`src/rtl/rau_pkg.sv`:
```
// ----------------------------------------------------------------------------
// rau_pkg
// Shared codes and types of the rational arithmetic unit.
// ----------------------------------------------------------------------------
`default_nettype none

package rau_pkg;

    localparam logic [1:0] OP_ADD = 2'd0;
    localparam logic [1:0] OP_SUB = 2'd1;
    localparam logic [1:0] OP_MUL = 2'd2;
    localparam logic [1:0] OP_DIV = 2'd3;

    localparam logic [1:0] ST_OK       = 2'd0;
    localparam logic [1:0] ST_ZERO_DEN = 2'd1;
    localparam logic [1:0] ST_DIV_ZERO = 2'd2;
    localparam logic [1:0] ST_OVERFLOW = 2'd3;

    localparam logic [4:0] CMD_NONE     = 5'd0;
    localparam logic [4:0] CMD_LOAD     = 5'd1;
    localparam logic [4:0] CMD_WLOAD_A  = 5'd2;
    localparam logic [4:0] CMD_WLOAD_B  = 5'd3;
    localparam logic [4:0] CMD_WZERO    = 5'd4;
    localparam logic [4:0] CMD_GCD_W    = 5'd5;
    localparam logic [4:0] CMD_GCD_D    = 5'd6;
    localparam logic [4:0] CMD_DIV_N    = 5'd7;
    localparam logic [4:0] CMD_STN_DIVD = 5'd8;
    localparam logic [4:0] CMD_STORE_D  = 5'd9;
    localparam logic [4:0] CMD_SAVE_A   = 5'd10;
    localparam logic [4:0] CMD_SAVE_B   = 5'd11;
    localparam logic [4:0] CMD_DIV_Q1   = 5'd12;
    localparam logic [4:0] CMD_STQ1_Q2  = 5'd13;
    localparam logic [4:0] CMD_STORE_Q2 = 5'd14;
    localparam logic [4:0] CMD_MUL_L    = 5'd15;
    localparam logic [4:0] CMD_MUL_TA   = 5'd16;
    localparam logic [4:0] CMD_MUL_TB   = 5'd17;
    localparam logic [4:0] CMD_MUL_NN   = 5'd18;
    localparam logic [4:0] CMD_MUL_DD   = 5'd19;
    localparam logic [4:0] CMD_MUL_NBD  = 5'd20;
    localparam logic [4:0] CMD_MUL_DBN  = 5'd21;
    localparam logic [4:0] CMD_COMBINE  = 5'd22;
    localparam logic [4:0] CMD_OUT      = 5'd23;

    typedef struct packed {
        logic [4:0] code;
        logic [1:0] status;
    } rau_cmd_t;

    typedef struct packed {
        logic zero_den;
        logic w_zero;
        logic b_zero;
        logic ovf;
        logic gcd_busy;
        logic div_busy;
        logic out_busy;
        logic [1:0] op;
    } rau_stat_t;

endpackage

`default_nettype wire

```
`src/rtl/rau_ctrl.sv`:
```
// ----------------------------------------------------------------------------
// rau_ctrl
// Sequencer: normalizes both operands, runs the operation, reduces the result.
// ----------------------------------------------------------------------------
`default_nettype none

module rau_ctrl
    import rau_pkg::*;
(
    input  wire logic      clk,
    input  wire logic      rst_n,
    input  wire logic      in_valid,
    output logic           in_ready,
    input  wire rau_stat_t stat,
    output rau_cmd_t       cmd
);

    localparam logic [4:0] S_IDLE  = 5'd0;
    localparam logic [4:0] S_CHK   = 5'd1;
    localparam logic [4:0] S_RST   = 5'd2;
    localparam logic [4:0] S_RGCD  = 5'd3;
    localparam logic [4:0] S_RDN   = 5'd4;
    localparam logic [4:0] S_RDD   = 5'd5;
    localparam logic [4:0] S_REND  = 5'd6;
    localparam logic [4:0] S_LB    = 5'd7;
    localparam logic [4:0] S_OP    = 5'd8;
    localparam logic [4:0] S_MD    = 5'd9;
    localparam logic [4:0] S_MDD   = 5'd10;
    localparam logic [4:0] S_AG    = 5'd11;
    localparam logic [4:0] S_Q1    = 5'd12;
    localparam logic [4:0] S_Q2    = 5'd13;
    localparam logic [4:0] S_ML    = 5'd14;
    localparam logic [4:0] S_MTA   = 5'd15;
    localparam logic [4:0] S_MTB   = 5'd16;
    localparam logic [4:0] S_CMB   = 5'd17;
    localparam logic [4:0] S_FIN   = 5'd18;

    localparam logic [1:0] RET_A = 2'd0;
    localparam logic [1:0] RET_B = 2'd1;
    localparam logic [1:0] RET_R = 2'd2;

    logic [4:0] state_reg, state_next;
    logic [1:0] ret_reg, ret_next;
    logic [1:0] st_reg, st_next;

    always_ff @(posedge clk or negedge rst_n)
    begin
        if (!rst_n)
        begin
            state_reg <= S_IDLE;
            ret_reg   <= RET_A;
            st_reg    <= ST_OK;
        end
        else
        begin
            state_reg <= state_next;
            ret_reg   <= ret_next;
            st_reg    <= st_next;
        end
    end

    always_comb
    begin
        state_next = state_reg;
        ret_next   = ret_reg;
        st_next    = st_reg;
        cmd.code   = CMD_NONE;
        cmd.status = st_reg;
        in_ready   = 1'b0;
        case (state_reg)
            S_IDLE:
            begin
                in_ready = 1'b1;
                if (in_valid)
                begin
                    cmd.code   = CMD_LOAD;
                    st_next    = ST_OK;
                    state_next = S_CHK;
                end
            end
            S_CHK:
            begin
                if (stat.zero_den)
                begin
                    st_next    = ST_ZERO_DEN;
                    state_next = S_FIN;
                end
                else
                begin
                    cmd.code   = CMD_WLOAD_A;
                    ret_next   = RET_A;
                    state_next = S_RST;
                end
            end
            S_RST:
            begin
                if (stat.w_zero)
                begin
                    cmd.code   = CMD_WZERO;
                    state_next = S_REND;
                end
                else
                begin
                    cmd.code   = CMD_GCD_W;
                    state_next = S_RGCD;
                end
            end
            S_RGCD:
            begin
                if (!stat.gcd_busy)
                begin
                    cmd.code   = CMD_DIV_N;
                    state_next = S_RDN;
                end
            end
            S_RDN:
            begin
                if (!stat.div_busy)
                begin
                    cmd.code   = CMD_STN_DIVD;
                    state_next = S_RDD;
                end
            end
            S_RDD:
            begin
                if (!stat.div_busy)
                begin
                    cmd.code   = CMD_STORE_D;
                    state_next = S_REND;
                end
            end
            S_REND:
            begin
                case (ret_reg)
                    RET_A:
                    begin
                        cmd.code   = CMD_SAVE_A;
                        state_next = S_LB;
                    end
                    RET_B:
                    begin
                        cmd.code   = CMD_SAVE_B;
                        state_next = S_OP;
                    end
                    default:
                    begin
                        state_next = S_FIN;
                    end
                endcase
            end
            S_LB:
            begin
                cmd.code   = CMD_WLOAD_B;
                ret_next   = RET_B;
                state_next = S_RST;
            end
            S_OP:
            begin
                case (stat.op)
                    OP_MUL:
                    begin
                        cmd.code   = CMD_MUL_NN;
                        state_next = S_MD;
                    end
                    OP_DIV:
                    begin
                        if (stat.b_zero)
                        begin
                            st_next    = ST_DIV_ZERO;
                            state_next = S_FIN;
                        end
                        else
                        begin
                            cmd.code   = CMD_MUL_NBD;
                            state_next = S_MDD;
                        end
                    end
                    default:
                    begin
                        cmd.code   = CMD_GCD_D;
                        state_next = S_AG;
                    end
                endcase
            end
            S_MD:
            begin
                cmd.code   = CMD_MUL_DD;
                ret_next   = RET_R;
                state_next = S_RST;
            end
            S_MDD:
            begin
                cmd.code   = CMD_MUL_DBN;
                ret_next   = RET_R;
                state_next = S_RST;
            end
            S_AG:
            begin
                if (!stat.gcd_busy)
                begin
                    cmd.code   = CMD_DIV_Q1;
                    state_next = S_Q1;
                end
            end
            S_Q1:
            begin
                if (!stat.div_busy)
                begin
                    cmd.code   = CMD_STQ1_Q2;
                    state_next = S_Q2;
                end
            end
            S_Q2:
            begin
                if (!stat.div_busy)
                begin
                    cmd.code   = CMD_STORE_Q2;
                    state_next = S_ML;
                end
            end
            S_ML:
            begin
                cmd.code   = CMD_MUL_L;
                state_next = S_MTA;
            end
            S_MTA:
            begin
                cmd.code   = CMD_MUL_TA;
                state_next = S_MTB;
            end
            S_MTB:
            begin
                cmd.code   = CMD_MUL_TB;
                state_next = S_CMB;
            end
            S_CMB:
            begin
                cmd.code   = CMD_COMBINE;
                ret_next   = RET_R;
                state_next = S_RST;
            end
            S_FIN:
            begin
                if (!stat.out_busy)
                begin
                    cmd.code   = CMD_OUT;
                    cmd.status = (st_reg == ST_OK && stat.ovf) ? ST_OVERFLOW : st_reg;
                    state_next = S_IDLE;
                end
            end
            default:
            begin
                state_next = S_IDLE;
            end
        endcase
    end

endmodule

`default_nettype wire

```
`config.mk`:
```
export PLATFORM = sky130hd
export DESIGN_NAME = rau_ctrl
export DESIGN_NICKNAME = d
export VERILOG_FILES = /design/src/rtl/rau_pkg.sv /design/src/rtl/rau_ctrl.sv
export SDC_FILE = /design/constraint.sdc
export NUM_CORES = 1
export LEC_CHECK = 0
export BUFFER_PORTS_ARGS = -buffer_cell sky130_fd_sc_hd__buf_2
export CAP_MARGIN = 0
export CORE_AREA = 2 2 58 60
export CTS_BUF_LIST = sky130_fd_sc_hd__clkbuf_2 sky130_fd_sc_hd__clkbuf_4 sky130_fd_sc_hd__clkbuf_8
export CTS_CLUSTER_DIAMETER = 80
export DETAILED_ROUTE_END_ITERATION = 10
export DIE_AREA = 0 0 60 62
export GPL_TIMING_DRIVEN = 0
export PLACE_DENSITY = 0.54
export SKIP_LAST_GASP = 1
export SLEW_MARGIN = 30
export SYNTH_ARGS = -nofsm -noshare
export SYNTH_HDL_FRONTEND = slang
export SYNTH_SLANG_ARGS = --single-unit
```
`constraint.sdc`:
```
create_clock -name clk -period 1.6 [get_ports clk]
set_input_delay 0.24 -clock clk [delete_from_list [all_inputs] [get_ports clk]]
set_output_delay 0.24 -clock clk [all_outputs]
set_load 0.01 [all_outputs]
```
==> impl_metrics.csv <==
group,metric,value,unit
run_status,status,"finished with violations",
run_status,failed_checks,"setup timing",
cts,cts.sink_count,9,
power_and_ir_drop,fin_total_pwr,4.39,mW
detailed_routing,drc,0,
detailed_routing,vias_per_cell,6.07,
floorplan,die_height,62,um
floorplan,coreArea,0.00318,sq mm
floorplan,start_util,0.325,
worst_setup_path,arrival,1.83,ns
global_routing,gr-total-overflow,0,
detailed_routing,dr_total_vias,1536,
cts,clk_pin_slew_worst_paths,0.06,ns
logic_synthesis,netlist.area_leader.share,0.218,
global_routing,grt_pass1_vias,1350,
layout,nets,220,
sta,setup_slack,-0.466,ns
logic_synthesis,syn_nets,161,
placement,io_buffers,19,
worst_setup_path,critical_path.endpoint_type,"output pin",
detailed_routing,drtAntennaViolNets,0,
power_and_ir_drop,p_leak,0.804,nW
sta,finalCriticalPeriod,2.07,ns
sta,rsz0062_at_grt,"true",
global_routing,grt_max_degree,11,
global_routing,antenna_found_initial,0,
worst_setup_path,path_cells,"buf_6, buf_6, o2111a_2, nor4b_4, o211ai_1, buf_2",
layout,antennaDiodeCount,0,
global_routing,grt_pass1_wl,6.39,mm
run,drv_cap,0,
floorplan,die_x,60,um
sta,slew_viol_final,0,
sta,setup_tns,-4.27,ns
logic_synthesis,netlist_area,0.00103,sq mm
worst_hold_path,hp-class,"in -> async",
power_and_ir_drop,power_density,2390,mW/mm^2
cts,clock_latency,0.26,ns
sta,hold_violations,0,
cts,h-tree-depth,1,
sta,finalCritPeriodShare,1.29,
placement,dp_hpwl,2.57,mm
floorplan,row_count,21,
floorplan,ios,20,
logic_synthesis,synth.avg_cell_area,6.94,sq um
sta,tightest_slew,0.402,ns
logic_synthesis,yosysTopAreaCell,"dfrtp_1",
logic_synthesis,synth-edff-count,0,
cts,cts_buffers,3,
placement,dp_slack,-0.373,ns
detailed_routing,post_drt_wl_per_cell,18.4,um
logic_synthesis,yosys_warnings,0,
logic_synthesis,async_flop_share,1.00,
logic_synthesis,syn_inst,149,
layout,fillers,246,
worst_setup_path,critPathTopFamily,"buffers and inverters",
logic_synthesis,ys_types,51,
power_and_ir_drop,peakVddDrop,0.000990,V
placement,gp_congestion,0.888,
logic_synthesis,synthTopCellsByArea,"dfrtp_1 (22%), nand2_1 (8.3%), o21ai_0 (6.8%)",
worst_setup_path,cp.required,1.36,ns
detailed_routing,wirelength,4.65,mm
sta,skew,0.00849,ns
layout,syn2layout_area_growth,77.9,%
detailed_routing,drt_iter0_drc,107,
logic_synthesis,yosysSeqAreaShare,0.218,
sta,setup-violations-final,15,
detailed_routing,first_pass_iters,4,
worst_setup_path,crit_fanout,8,
sta,max_freq,484,MHz
worst_setup_path,cpMostUsedCell,"buf_6",
worst_setup_path,crit_type,"reg -> out",
cts,cts_tree,"done",
logic_synthesis,synth.most_common_cell,"nand2_1",
floorplan,die-area,0.00372,sq mm
logic_synthesis,ys_seq_elements,9,
layout,drive_gt1_frac,0.531,
cts,cts_buffer_depth,2,
worst_setup_path,max_stage_delay,0.40,ns
sta,max_slew_margin,0.729,
logic_synthesis,synthFlopType,"dfrtp_1",
logic_synthesis,synth.cells.most_frequent,"nand2_1 (23), o21ai_0 (14), nor2_1 (11)",
cts,clockRootBuffer,"clkbuf_4",
worst_setup_path,crit_buf_inv,3,
global_routing,grt.total_usage,0.230,
worst_setup_path,cp_slowest_cell,"dfrtp_1",
layout,largest_reg_flops,5,
worst_setup_path,critPathLaunchType,"flop",
-- what timing repair did --
item | CTS | global route
setup endpoints to repair | 15 | 16
buffers inserted | 20 | 17
gates resized for setup | 41 | 55
hold buffers | 1 | 0
gates cloned | 1 | 1
endpoints found under the hold margin | 9 | 0
pin swaps | 17 | 22
-- per-stage QoR --
step / utilization / hold slack (ns) / area, sq um / std cells
after global routing: 0.579 / 0.390 / 1840 / 253
after global placement: 0.379 / 0.0980 / 1200 / 214
after floorplan: - / -0.0556 / 1050 / 149
after detailed placement: 0.379 / 0.102 / 1200 / 214
final: 0.579 / 0.352 / 1840 / 253
after CTS: 0.483 / 0.360 / 1540 / 240
-- cell families (layout without fill, tap and decap cells) --
logic type	Yosys count	in the layout	synth area share
simple gates	63	63	0.299
compound gates	56	56	0.372
buf+inv	19	77	0.0883
flops	9	9	0.218
xor+xnor	1	1	0.00847
mux	1	1	0.0145
-- routing by layer --
metal,GRT usage,vias to the layer above,share of wire
li1,-,668,-
met1,0.285,721,0.39
met2,0.402,119,0.48
met3,0.0186,28,0.078
met4,0.117,0,0.045
met5,0,-,0
-- cells in the final DEF (no fill, tap or decap), drive strengths merged, types with 5 or more instances in the layout --
cell type	n
inv	7
dfrtp	9
nor3	7
nor2	11
buf	63
a21oi	8
o21ai	15
nor2b	5
clkbuf	5
nand2	23
-- worst register-to-register path: cells and delay by family (launching register included) --
kind | cells | cell delay (ns)
buf+inv | 5 | 0.62
simple gates | 3 | 0.77
flops | 1 | 0.38
-- report_power, final --
group	total (mW)	switching, mW	internal (mW)
clock	0.192	0.0793	0.113
sequential	0.433	0.0996	0.333
combinational	3.76	1.93	1.84
total	4.39	2.11	2.28
-- cell type report --
cell class,count,area [sq um],share of cell area
Tap cell,46,57.6,0.0313
Buffer,11,108,0.0585
Timing Repair Buffer,54,419,0.228
Sequential cell,9,226,0.123
Inverter,8,36.3,0.0197
Clock buffer,4,30.0,0.0163
Multi-Input combinational cell,121,963,0.523
-- path summary, 6_finish.rpt --
check | start | end | slack, ns | cells after the start
min reg2reg | st_reg[0] | st_reg[0] | 0.53 | 1
min | rst_n | state_reg[4] | 0.35 | 2
max in group asynchronous | rst_n | state_reg[1] | 1.06 | 2
max reg2reg | state_reg[2] | state_reg[1] | -0.31 | 8
max | state_reg[2] | cmd[2] | -0.47 | 6
min in group clk | stat[4] | state_reg[0] | 0.37 | 3
Note: power is estimated with default switching activity, not from simulation.
